[config.mk]
export PLATFORM = sky130hd
export DESIGN_NAME = odd_cycle_violation_check_flat
export DESIGN_NICKNAME = d
export VERILOG_FILES = /design/src/rtl/occ_pkg.sv /design/src/rtl/occ_in_if.sv /design/src/rtl/occ_out_if.sv /design/src/rtl/odd_cycle_violation_check.sv /design/src/rtl/occ_accum.sv /design/src/rtl/occ_final.sv /design/src/flat_wrapper.sv
export SDC_FILE = /design/constraint.sdc
export NUM_CORES = 1
export LEC_CHECK = 0
export BUFFER_PORTS_ARGS = -buffer_cell sky130_fd_sc_hd__buf_4
export CORE_MARGIN = 1.5
export CORE_UTILIZATION = 50
export DETAILED_ROUTE_END_ITERATION = 10
export GPL_TIMING_DRIVEN = 0
export PLACE_DENSITY_LB_ADDON = 0.08
export SYNTH_ARGS = -nofsm -noshare
export SYNTH_HDL_FRONTEND = slang
export SYNTH_SLANG_ARGS = --single-unit
[constraint.sdc]
create_clock -name clk -period 15.2 [get_ports clk]
set_input_delay 0.76 -clock clk [delete_from_list [all_inputs] [get_ports clk]]
set_output_delay 0.76 -clock clk [all_outputs]
set_load 0.01 [all_outputs]
[src/rtl/occ_pkg.sv]
// Shared types and constants for the odd cycle violation check.
// No dependencies; every other file depends on this package.
package occ_pkg;

	localparam int VALUE_W = 17;
	localparam int SUM_W   = 24;
	localparam int COUNT_W = 9;
	localparam int INDEX_W = 8;
	localparam int SMALL_W = 16;
	localparam int TOL_W   = 10;
	localparam int KIND_W  = 2;

	localparam logic [VALUE_W-1:0] ONE_Q   = 17'd65536;
	localparam logic [VALUE_W-1:0] HALF_Q  = 17'd32768;
	localparam logic [SUM_W-1:0]   SUM_MAX = 24'hFF_FFFF;

	typedef enum logic [KIND_W-1:0] {
		MOVE_NONE = 2'd0,
		MOVE_OUT  = 2'd1,
		MOVE_IN   = 2'd2
	} move_kind_t;

	// cycle state handed from the accumulator to the final check
	typedef struct packed {
		logic [SUM_W-1:0]   sum;
		logic [COUNT_W-1:0] count;
		logic [SMALL_W-1:0] lsmall;
		logic [INDEX_W-1:0] lsmall_idx;
		logic [VALUE_W-1:0] slarge;
		logic [INDEX_W-1:0] slarge_idx;
	} occ_snap_t;

endpackage

[src/rtl/occ_in_if.sv]
// Input channel: one Q1.16 value per word plus end-of-cycle mark.
// Depends on occ_pkg for field widths.
interface occ_in_if;
	logic                         valid;
	logic                         ready;
	logic [occ_pkg::VALUE_W-1:0]  value;
	logic                         last;

	modport source (output valid, output value, output last, input ready);
	modport sink   (input valid, input value, input last, output ready);
endinterface

[src/rtl/occ_out_if.sv]
// Result channel: one word per cycle, carrying the violation verdict.
// Depends on occ_pkg for field widths.
interface occ_out_if;
	logic                         valid;
	logic                         ready;
	logic                         violated;
	logic [occ_pkg::VALUE_W-1:0]  abs_violation;
	logic [occ_pkg::COUNT_W-1:0]  odd_count;
	logic [occ_pkg::KIND_W-1:0]   move_kind;
	logic [occ_pkg::INDEX_W-1:0]  moved_index;

	modport source (output valid, output violated, output abs_violation, output odd_count,
		output move_kind, output moved_index, input ready);
	modport sink   (input valid, input violated, input abs_violation, input odd_count,
		input move_kind, input moved_index, output ready);
endinterface

[src/rtl/odd_cycle_violation_check.sv]
// Odd cycle violation check, top level: config register, accumulator, final check.
// Depends on occ_pkg, occ_in_if, occ_out_if, occ_accum and occ_final.
//
// Usage:
//   item   - one word per edge variable: value (unsigned Q1.16, 65536 = 1.0)
//            and last, which closes the cycle.
//   result - one word per cycle, sent after the word with last set.
//   cfg_we / cfg_wdata - write the 10-bit tolerance; only while idle.
// Throughput: one item word per cycle, sustained while result is not held off;
//   cycles may follow each other with no gap.
// Path: a closing word is accepted into the input register, then passes the
//   closing-state register and then the result register before it appears
//   on result.
// Reset: arst_n clears all valids, the cycle accumulators and tolerance.
// Stall: when result is held off, the result register and the closing-state
//   register fill; non-closing words keep being accepted until a closing word
//   sits in the input register with both of them full, then item.ready drops.
// Positions saturate at min(MAX_ELEMENTS-1, 255).
module odd_cycle_violation_check #(
	parameter int MAX_ELEMENTS = 256
) (
	input  logic                       clk,
	input  logic                       arst_n,
	input  logic                       cfg_we,
	input  logic [occ_pkg::TOL_W-1:0]  cfg_wdata,
	occ_in_if.sink                     item,
	occ_out_if.source                  result
);
	import occ_pkg::*;

	logic [TOL_W-1:0] tolerance_q;
	logic             snap_valid;
	logic             snap_ready;
	occ_snap_t        snap;

	always_ff @(posedge clk or negedge arst_n) begin
		if (!arst_n) begin
			tolerance_q <= '0;
		end else if (cfg_we) begin
			tolerance_q <= cfg_wdata;
		end
	end

	occ_accum #(
		.MAX_ELEMENTS (MAX_ELEMENTS)
	) u_accum (
		.clk        (clk),
		.arst_n     (arst_n),
		.item       (item),
		.snap_valid (snap_valid),
		.snap_ready (snap_ready),
		.snap       (snap)
	);

	occ_final u_final (
		.clk        (clk),
		.arst_n     (arst_n),
		.snap_valid (snap_valid),
		.snap_ready (snap_ready),
		.snap       (snap),
		.tolerance  (tolerance_q),
		.result     (result)
	);

	// a violation always leaves an odd subset
	a_viol_odd: assert property (@(posedge clk) disable iff (!arst_n)
		result.valid && result.violated |-> result.odd_count[0])
		else $error("violation reported with even subset");

	a_viol_amount: assert property (@(posedge clk) disable iff (!arst_n)
		result.valid && result.violated |-> result.abs_violation != '0)
		else $error("violation reported with zero amount");

	a_quiet: assert property (@(posedge clk) disable iff (!arst_n)
		result.valid && !result.violated |->
			result.abs_violation == '0 && result.move_kind == MOVE_NONE
			&& result.moved_index == '0)
		else $error("non-violated result carries move data");

	a_kind_index: assert property (@(posedge clk) disable iff (!arst_n)
		result.valid && result.move_kind == MOVE_NONE |-> result.moved_index == '0)
		else $error("moved index set without a move");

endmodule

[src/rtl/occ_accum.sv]
// Input register and per-cycle accumulators (distance sum, large count, extremes).
// Depends on occ_pkg and occ_in_if; hands the closing state to occ_final.
module occ_accum #(
	parameter int MAX_ELEMENTS = 256
) (
	input  logic              clk,
	input  logic              arst_n,
	occ_in_if.sink            item,
	output logic              snap_valid,
	input  logic              snap_ready,
	output occ_pkg::occ_snap_t snap
);
	import occ_pkg::*;

	localparam int TOP_INDEX = (MAX_ELEMENTS - 1 > 255) ? 255 : MAX_ELEMENTS - 1;

	logic               s1_v_q;
	logic [VALUE_W-1:0] value_s1;
	logic               last_s1;
	logic               s1_go;
	logic               take;

	logic [SUM_W-1:0]   sum_q;
	logic [COUNT_W-1:0] count_q;
	logic [INDEX_W-1:0] pos_q;
	logic [SMALL_W-1:0] ls_q;
	logic [INDEX_W-1:0] ls_idx_q;
	logic [VALUE_W-1:0] sl_q;
	logic [INDEX_W-1:0] sl_idx_q;

	logic [VALUE_W-1:0] v;
	logic               is_large;
	logic [VALUE_W-1:0] delta;
	logic [SUM_W:0]     sum_wide;
	occ_snap_t          nx;
	logic [INDEX_W-1:0] pos_nx;

	assign s1_go      = s1_v_q && (!last_s1 || snap_ready);
	assign item.ready = !s1_v_q || s1_go;
	assign take       = item.valid && item.ready;
	assign snap_valid = s1_v_q && last_s1;
	assign snap       = nx;

	always_comb begin
		v        = (value_s1 > ONE_Q) ? ONE_Q : value_s1;
		is_large = (v >= HALF_Q);
		delta    = is_large ? (ONE_Q - v) : v;
		sum_wide = {1'b0, sum_q} + (SUM_W+1)'(delta);
		nx.sum   = sum_wide[SUM_W] ? SUM_MAX : sum_wide[SUM_W-1:0];
		nx.count = count_q + COUNT_W'(is_large);
		nx.lsmall     = ls_q;
		nx.lsmall_idx = ls_idx_q;
		nx.slarge     = sl_q;
		nx.slarge_idx = sl_idx_q;
		if (!is_large && (ls_q < v[SMALL_W-1:0])) begin
			nx.lsmall     = v[SMALL_W-1:0];
			nx.lsmall_idx = pos_q;
		end
		if (is_large && (sl_q > v)) begin
			nx.slarge     = v;
			nx.slarge_idx = pos_q;
		end
		pos_nx = (pos_q < INDEX_W'(TOP_INDEX)) ? pos_q + 1'b1 : pos_q;
	end

	always_ff @(posedge clk or negedge arst_n) begin
		if (!arst_n) begin
			s1_v_q <= 1'b0;
		end else if (take) begin
			s1_v_q <= 1'b1;
		end else if (s1_go) begin
			s1_v_q <= 1'b0;
		end
	end

	always_ff @(posedge clk) begin
		if (take) begin
			value_s1 <= item.value;
			last_s1  <= item.last;
		end
	end

	always_ff @(posedge clk or negedge arst_n) begin
		if (!arst_n) begin
			sum_q    <= '0;
			count_q  <= '0;
			pos_q    <= '0;
			ls_q     <= '0;
			ls_idx_q <= '0;
			sl_q     <= ONE_Q;
			sl_idx_q <= '0;
		end else if (s1_go) begin
			if (last_s1) begin
				sum_q    <= '0;
				count_q  <= '0;
				pos_q    <= '0;
				ls_q     <= '0;
				ls_idx_q <= '0;
				sl_q     <= ONE_Q;
				sl_idx_q <= '0;
			end else begin
				sum_q    <= nx.sum;
				count_q  <= nx.count;
				pos_q    <= pos_nx;
				ls_q     <= nx.lsmall;
				ls_idx_q <= nx.lsmall_idx;
				sl_q     <= nx.slarge;
				sl_idx_q <= nx.slarge_idx;
			end
		end
	end

endmodule

[src/rtl/occ_final.sv]
// Closing-state register, odd-subset violation test and result register.
// Depends on occ_pkg and occ_out_if; fed by occ_accum.
module occ_final (
	input  logic                         clk,
	input  logic                         arst_n,
	input  logic                         snap_valid,
	output logic                         snap_ready,
	input  occ_pkg::occ_snap_t           snap,
	input  logic [occ_pkg::TOL_W-1:0]    tolerance,
	occ_out_if.source                    result
);
	import occ_pkg::*;

	logic          s2_v_q;
	occ_snap_t     snap_s2;
	logic          out_v_q;
	logic          out_free;
	logic          s2_go;

	logic [VALUE_W-1:0] limit;
	logic [VALUE_W:0]   alt_out;
	logic [VALUE_W:0]   alt_in;
	logic [VALUE_W-1:0] low_sum;
	logic [VALUE_W-1:0] fin_sum;
	logic               viol;
	logic [COUNT_W-1:0] fin_count;
	move_kind_t         kind;
	logic [INDEX_W-1:0] midx;

	logic               viol_q;
	logic [VALUE_W-1:0] abs_q;
	logic [COUNT_W-1:0] count_q;
	move_kind_t         kind_q;
	logic [INDEX_W-1:0] midx_q;

	assign out_free   = !out_v_q || result.ready;
	assign s2_go      = s2_v_q && out_free;
	assign snap_ready = !s2_v_q || out_free;

	always_comb begin
		limit     = ONE_Q - VALUE_W'(tolerance);
		low_sum   = snap_s2.sum[VALUE_W-1:0];
		alt_out   = (VALUE_W+1)'(low_sum) + {snap_s2.slarge, 1'b0} - (VALUE_W+1)'(ONE_Q);
		alt_in    = (VALUE_W+1)'(low_sum) + (VALUE_W+1)'(ONE_Q)
			- {1'b0, snap_s2.lsmall, 1'b0};
		viol      = 1'b0;
		fin_sum   = low_sum;
		fin_count = snap_s2.count;
		kind      = MOVE_NONE;
		midx      = '0;
		if (snap_s2.sum < SUM_W'(limit)) begin
			viol = snap_s2.count[0];
			if (!viol && (snap_s2.slarge < limit) && (alt_out < {1'b0, limit})) begin
				viol      = 1'b1;
				fin_sum   = alt_out[VALUE_W-1:0];
				fin_count = snap_s2.count - 1'b1;
				kind      = MOVE_OUT;
				midx      = snap_s2.slarge_idx;
			end
			if (!viol && (snap_s2.lsmall > SMALL_W'(tolerance))
				&& (alt_in < {1'b0, limit})) begin
				viol      = 1'b1;
				fin_sum   = alt_in[VALUE_W-1:0];
				fin_count = snap_s2.count + 1'b1;
				kind      = MOVE_IN;
				midx      = snap_s2.lsmall_idx;
			end
		end
	end

	always_ff @(posedge clk or negedge arst_n) begin
		if (!arst_n) begin
			s2_v_q  <= 1'b0;
			out_v_q <= 1'b0;
		end else begin
			if (snap_valid && snap_ready) begin
				s2_v_q <= 1'b1;
			end else if (s2_go) begin
				s2_v_q <= 1'b0;
			end
			if (s2_go) begin
				out_v_q <= 1'b1;
			end else if (result.ready) begin
				out_v_q <= 1'b0;
			end
		end
	end

	always_ff @(posedge clk) begin
		if (snap_valid && snap_ready) begin
			snap_s2 <= snap;
		end
		if (s2_go) begin
			viol_q  <= viol;
			abs_q   <= viol ? (ONE_Q - fin_sum) : '0;
			count_q <= fin_count;
			kind_q  <= kind;
			midx_q  <= midx;
		end
	end

	assign result.valid         = out_v_q;
	assign result.violated      = viol_q;
	assign result.abs_violation = abs_q;
	assign result.odd_count     = count_q;
	assign result.move_kind     = kind_q;
	assign result.moved_index   = midx_q;

endmodule

[src/flat_wrapper.sv]
// flat-port wrapper written by rule: the top's interface ports become plain ports
module odd_cycle_violation_check_flat import occ_pkg::*;
#(
	parameter int MAX_ELEMENTS = 256
)
  (clk, arst_n, cfg_we, cfg_wdata, item_valid, item_value, item_last, item_ready, result_valid, result_violated, result_abs_violation, result_odd_count, result_move_kind, result_moved_index, result_ready);
  occ_in_if item_i ();
  occ_out_if result_i ();
  input  logic clk;
  input  logic arst_n;
  input  logic cfg_we;
  input  logic [occ_pkg::TOL_W-1:0] cfg_wdata;
  input wire logic [$bits(item_i.valid)-1:0] item_valid;
  input wire logic [$bits(item_i.value)-1:0] item_value;
  input wire logic [$bits(item_i.last)-1:0] item_last;
  output wire logic [$bits(item_i.ready)-1:0] item_ready;
  output wire logic [$bits(result_i.valid)-1:0] result_valid;
  output wire logic [$bits(result_i.violated)-1:0] result_violated;
  output wire logic [$bits(result_i.abs_violation)-1:0] result_abs_violation;
  output wire logic [$bits(result_i.odd_count)-1:0] result_odd_count;
  output wire logic [$bits(result_i.move_kind)-1:0] result_move_kind;
  output wire logic [$bits(result_i.moved_index)-1:0] result_moved_index;
  input wire logic [$bits(result_i.ready)-1:0] result_ready;
  assign item_i.valid = item_valid;
  assign item_i.value = item_value;
  assign item_i.last = item_last;
  assign item_ready = item_i.ready;
  assign result_valid = result_i.valid;
  assign result_violated = result_i.violated;
  assign result_abs_violation = result_i.abs_violation;
  assign result_odd_count = result_i.odd_count;
  assign result_move_kind = result_i.move_kind;
  assign result_moved_index = result_i.moved_index;
  assign result_i.ready = result_ready;
  odd_cycle_violation_check #(.MAX_ELEMENTS(MAX_ELEMENTS)) u_core (.clk(clk), .arst_n(arst_n), .cfg_we(cfg_we), .cfg_wdata(cfg_wdata), .item(item_i), .result(result_i));
endmodule
[Yosys cells after proc, flatten, opt, wreduce, memory -nomap -nowiden]
Cells that the tools add are included.
W data, S select, Z words.
Operators by class
  multiplexer cells: 33
  order comparisons: 10
  bitwise gates (word level): 1
  reductions and logical operators: 28
  add/sub/neg operators: 12
Operators by type and width (count)
  $mux W17: 6
  $mux W24: 3
  $mux W8: 6
  $lt A18 B17 Y1: 2
  $mux W9: 4
  $sub A17 B17 Y17 const A: 2
  $add A24 B17 Y25: 1
  $mux W25: 1
  $lt A24 B17 Y1: 1
  $add A17 B17 Y18 const B: 1
  $add A17 B18 Y18: 1
  $sub A18 B17 Y18: 1
  $sub A18 B17 Y18 const B: 1
  $ge A17 B16 Y1 const B: 1
  $gt A17 B17 Y1: 1
  $gt A17 B17 Y1 const B: 1
  $lt A17 B17 Y1: 1
  $sub A17 B10 Y17 const A: 1
  $gt A16 B10 Y1: 1
  $lt A16 B16 Y1: 1
  $mux W16: 1
  $logic_and A1 B1 Y1: 11
  $mux W1: 11
  $add A9 B1 Y9: 1
  11 further kinds: 23
Word-level totals
  logic and storage cells: 109
  register bits: 240

[Depth between registers and ports, before layout]
  word-level depth: 12
  mapped depth: 34

[By module]
A second synthesis with hierarchy kept.
Unflattened totals
  cell total of the unflattened synthesis: 1705
  area total of the unflattened synthesis: 16688.5 µm²
Modules (own cells, without submodules)
  occ_final: times used 1, area an instance 8514.4 µm², cells an instance 776
  occ_accum: times used 1, area an instance 7762.4 µm², cells an instance 908
  odd_cycle_violation_check: times used 1, area an instance 411.6 µm², cells an instance 21

[Worst setup path before layout]
OpenSTA, ideal clock, no wires.
  path kind: flip-flop to flip-flop
  start point: register u_core.u_final.snap_s2 (netlist bit u_core.u_final.low_sum[2])
  end point: register u_core.u_final.abs_q[13] (netlist: u_core.u_final.result.abs_violation[13]), data pin
  required time: 14.930 ns
  cell stages (with the launch flop): 33
  setup time: 0.270 ns
  path slack: 8.173 ns
  data arrival time: 6.757 ns
  period minus slack after synthesis: 7.027 ns
  cell sequence: edfxtp_1 > ha_1 > ha_1 > fa_1 > a211oi_1 > o21bai_1 > a31o_2 > a21oi_1 > o21bai_1 > a21oi_1 > xnor2_1 > ha_1 > nand3_1 > nor4_1 > a222oi_1 > o311a_1 > nand4b_1 > nor2_2 > inv_1 > buf_2 > ha_1 > nor2b_1 > o21ai_0 > a31oi_1 > o2111ai_1 > or4_4 > buf_6 > and3_4 > a2111oi_4 > nand3_2 > or4b_4 > nor4_1 > nor3_1
On the way
  cells in the longest elaborated chain, start to end: 12
RTL lines
  from (decl): RTL line occ_final.sv:15  | occ_snap_t snap_s2;
  from (signal assigned): RTL line occ_final.sv:91  | snap_s2 <= snap;
  $add A17 B18 Y18: RTL line occ_final.sv:43  | alt_out = (VALUE_W+1)'(low_sum) + {snap_s2.slarge, 1'b0} - (VALUE_W+1)'(ONE_Q);
  $sub A18 B17 Y18: RTL line occ_final.sv:43
  $lt A18 B17 Y1: RTL line occ_final.sv:53  | if (!viol && (snap_s2.slarge < limit) && (alt_out < {1'b0, limit})) begin
  $logic_and A1 B1 Y1: RTL line occ_final.sv:53
  $mux W1: RTL line occ_final.sv:53
  $mux W1: RTL line occ_final.sv:51  | if (snap_s2.sum < SUM_W'(limit)) begin
  $logic_not A1 Y1: RTL line occ_final.sv:60  | if (!viol && (snap_s2.lsmall > SMALL_W'(tolerance))
  $logic_and A1 B1 Y1: RTL line occ_final.sv:60
  $logic_and A1 B1 Y1: RTL line occ_final.sv:61  | && (alt_in < {1'b0, limit})) begin
  $mux W17: RTL line occ_final.sv:60
  $mux W17: RTL line occ_final.sv:51
  $sub A17 B17 Y17: RTL line occ_final.sv:95  | abs_q <= viol ? (ONE_Q - fin_sum) : '0;
  to (signal assigned): RTL line occ_final.sv:95
  to (decl): RTL line occ_final.sv:31  | logic [VALUE_W-1:0] abs_q;
Several ways; a longest one is shown, not always the timed one. The select of a mux whose other input is x is not followed.
A chain may end at the register's enable or synchronous reset.

[Worst setup path after layout]
Ends and elaborated chain as after synthesis.

==> Implementation_results.wiki <==
{| class="wikitable"
! Metric !! Value
|-
| # port buffers || 70
|-
| Total Die Area || 32700 um^2
|-
| Starting DRT DRC Count || 870
|-
| Pwr dens || 135 nW/um^2
|-
| CTS tree || built
|-
| Kind of end point of the critical path || flop
|-
| RSZ-0062 raised after global routing || false
|-
| Cell-internal power || 1.54 mW
|-
| Top cell type's share of synthesized area || 0.260
|-
| Clock insertion delay at the later pin of the skew report || 0.56 ns
|-
| Number of CTS-inserted buffers || 27
|-
| Height of the chip || 181 um
|-
| Iteration count of the initial detailed-routing pass || 5
|-
| Layout Cells excl Fill || 2063
|-
| Warning count from the yosys run || 0
|-
| Worst min path class || in -> async
|-
| Maximum ir drop on the vdd rail || 0.0947 mV
|-
| Pin count of the biggest net entering global routing || 61
|-
| Post-synthesis register bit count || 240
|-
| Top-Level Pins || 72
|-
| Gates resized, CTS repair || 0
|-
| Vias after detailed routing || 12.2k
|-
| Min Tclk post-route || 8.84 ns
|-
| Initial antenna violation count || 0
|-
| Via count of the first global-routing pass || 12.2k
|-
| CTS Root Cell || sky130_fd_sc_hd__clkbuf_16
|-
| Crit Path Class || reg -> reg
|-
| Data arrival time at the worst-slack endpoint || 9.13 ns
|-
| DRC violations left || 0
|-
| Max-cap viol count || 0
|-
| Clock share of power || 0.276
|-
| Delay of the slowest cell on the worst path || 0.71 ns
|-
| Synth Area per Inst || 10.3 um^2
|-
| Vias per std cell || 5.89
|-
| Relative max-transition margin || 0.211
|-
| Largest buffer count on any clock path || 3
|-
| Post-CTS Hold Buffers || 0
|-
| Sw Pwr || 0.870 mW
|-
| Sw frac || 0.361
|-
| Layout-stage area growth over the synthesis result || 12.8%
|-
| Net count after synthesis || 1773
|-
| Final wirelength || 40800 um
|-
| Outcome || complete, no violations
|-
| Count of distinct cell types in the synthesized netlist || 81
|-
| Weighted congestion at the end of routability-driven global placement || 0.929
|-
| Area leader, netlist || sky130_fd_sc_hd__edfxtp_1
|-
| Dominant register cell in the synthesized netlist || sky130_fd_sc_hd__edfxtp_1
|-
| NumNets Final || 1876
|-
| Number of pins with negative max-slew slack in the final report || 0
|-
| Fraction of the yosys area taken by sequential cells || 0.423
|-
| First-pass GRT wire length || 65400 um
|-
| Average wire length per cell after detail routing || 19.8 um
|-
| Slowest library cell on the worst path || sky130_fd_sc_hd__nor4_2
|-
| Largest fanout on the critical path || 10
|-
| Clk sink count || 240
|-
| Pleak || 8.04 nW
|-
| Number of placed instances, taps included || 2013
|-
| Post-Synthesis Cell Area || 15800 um^2
|-
| Fraction of final layout cells with drive strength greater than 1 || 0.103
|-
| Clock Pin Slew Worst Setup and Hold Paths || 0.06 ns
|-
| Most common cell type on the critical path || sky130_fd_sc_hd__ha_1
|-
| Chip Width || 181 um
|-
| Tot GR Track Use || 0.254
|-
| Top cells by area, synth || sky130_fd_sc_hd__edfxtp_1, sky130_fd_sc_hd__dfrtp_1, sky130_fd_sc_hd__ha_1, sky130_fd_sc_hd__a22o_1, sky130_fd_sc_hd__nand2_1
|-
| Count of mapped cells out of synthesis || 1543
|-
| Async set-reset flop share out of synthesis || 0.429
|-
| Post-CTS setup buffer count || 0
|-
| CP startpoint kind || flop
|-
| Post-layout power || 2.41 mW
|-
| Worst r2r path cells || 31
|-
| Worst-margin pin slew || 1.15 ns
|-
| Setup Viol. Count Final || 0
|-
| Sum of overflow across all layers after global routing || 0
|-
| Skew final || 0.0115 ns
|-
| Data required time of the worst path || 15.49 ns
|-
| Setup TNS || 0 ns
|-
| Core ar. || 30900 um^2
|-
| EDFF count, synth || 137
|-
| Number of nets with antenna violations after detailed routing || 0
|-
| Power share of the combinational group || 0.375
|-
| Setup slack of the worst register-to-register path || 6.36 ns
|-
| DP Wirelength || 32300 um
|-
| Cell row count || 64
|-
| Count of H-tree levels built during CTS || 1
|-
| Starting density of the core || 0.512
|-
| Final Hold Vio Count || 0
|-
| Final Cycle Share || 0.581
|-
| Sequential power share || 0.349
|-
| Antenna Cells || 0
|-
| Max Freq || 0.113 GHz
|}
==> cell usage in the layout (no fill, tap or decap), types with 38 or more instances in the layout <==
cell type / count
sky130_fd_sc_hd__inv_1: 91
sky130_fd_sc_hd__a22o_1: 67
sky130_fd_sc_hd__buf_4: 70
sky130_fd_sc_hd__a21o_1: 38
sky130_fd_sc_hd__nor2_1: 80
sky130_fd_sc_hd__nand2_1: 151
sky130_fd_sc_hd__nand3_1: 41
sky130_fd_sc_hd__clkbuf_1: 51
sky130_fd_sc_hd__xnor2_1: 56
sky130_fd_sc_hd__ha_1: 194
sky130_fd_sc_hd__o21ai_0: 101
sky130_fd_sc_hd__dfrtp_1: 102
sky130_fd_sc_hd__edfxtp_1: 137
sky130_fd_sc_hd__a21oi_1: 78
==> cell families after synthesis <==
| family | count (synthesis) | synth area share |
|---|---|---|
| compound gates | 420 | 0.183 |
| xor+xnor | 81 | 0.0448 |
| fa+ha+maj | 197 | 0.157 |
| buf+inv | 142 | 0.0351 |
| flops | 240 | 0.423 |
| mux | 35 | 0.0241 |
| simple gates | 428 | 0.133 |
==> per-layer routing <==
metal  part of all wire  wire (um)  GRT usage
met5                  0          0          0
met4              0.043       1740      0.103
met3              0.043       1760     0.0264
met2               0.45      18500      0.417
met1               0.46      18700      0.346
==> per-stage QoR <==
step	instance area, um^2	setup WS (ns)	util	hold WS [ns]
2_1_floorplan	15800	8.17	-	0.431
3_3_place_gp	16800	6.47	0.545	0.452
3_5_place_dp	17000	6.41	0.549	0.443
4_1_cts	17800	6.38	0.577	0.230
5_1_grt	17800	5.83	0.577	0.263
6_report	17800	6.36	0.577	0.213
==> cell type report <==
cell class | instances | area, um^2
fillers | 2730 | 13100
multi-input cells | 1161 | 8590
flip-flops and latches | 240 | 6690
clock buffers | 38 | 727
repair buffers | 74 | 628
well taps | 396 | 495
inverters | 93 | 349
plain buffers | 49 | 206
clock inverters | 12 | 161
==> flip-flops by register name, summed over array words and instances (netlist names), 9 cells and up <==
register and count:
u_core.u_final.snap_s2 65, u_core.u_accum.sum_q 24, u_core.u_accum.sl_q 17, u_core.u_accum.value_s1 17, u_core.u_final.low_sum 17, u_core.u_final.result.abs_violation 17, u_core.u_accum.ls_q 16, u_core.tolerance_q 10
u_core.u_accum.count_q 9, u_core.u_final.result.odd_count 9
==> critical path: cells and delay by family (launching register included) <==
kind | cells | cell delay, ns
and+or+nand+nor | 11 | 3.02
AOI/OAI and AO/OA | 12 | 2.87
adders and majority gates | 5 | 1.55
DFF | 1 | 0.52
buffers and inverters | 2 | 0.49
xor gates and xnor gates | 1 | 0.12
==> power groups by stage <==
stage                     clock [mW]  sequential, mW  combinational [mW]
after floorplan                    0           0.830               0.667
after global placement             0           0.852               0.871
after detailed placement           0           0.850               0.896
after CTS                      0.674           0.839               0.901
after global routing           0.698           0.849                1.02
final                          0.663           0.841               0.904
==> final timing paths <==
path	startpoint	end
min in group clk	item_value[5]	u_core.u_accum.value_s1[5]
max	u_core.u_final.low_sum[2]	u_core.u_final.result.abs_violation[13]
max reg2reg	u_core.u_final.low_sum[2]	u_core.u_final.result.abs_violation[13]
min reg2reg	u_core.u_final.s2_v_q	u_core.u_final.result.valid
min	arst_n	u_core.u_accum.ls_q[2]
max in group asynchronous	arst_n	u_core.u_accum.sl_q[16]
==> synthesized netlist by cell type (all sizes together) (9+ instances only) <==
library cell and count:
and3 15, nor4 12, o21bai 9, mux2 25, edfxtp 137, a211oi 10
a22o 67, ha 194, or3 15, nor3 26, dfrtp 102, nor2b 12
o21ai 105, a31oi 10, nand4 14, xor2 25, clkbuf 42, nand2b 13
nor2 82, a21oi 78, nand2 151, xnor2 56, a21o 38, inv 91
nand3 42, and2 9, o21a 13, o22ai 10, o211ai 14, mux2i 10
No activity file was read; power rests on OpenSTA's default activity.
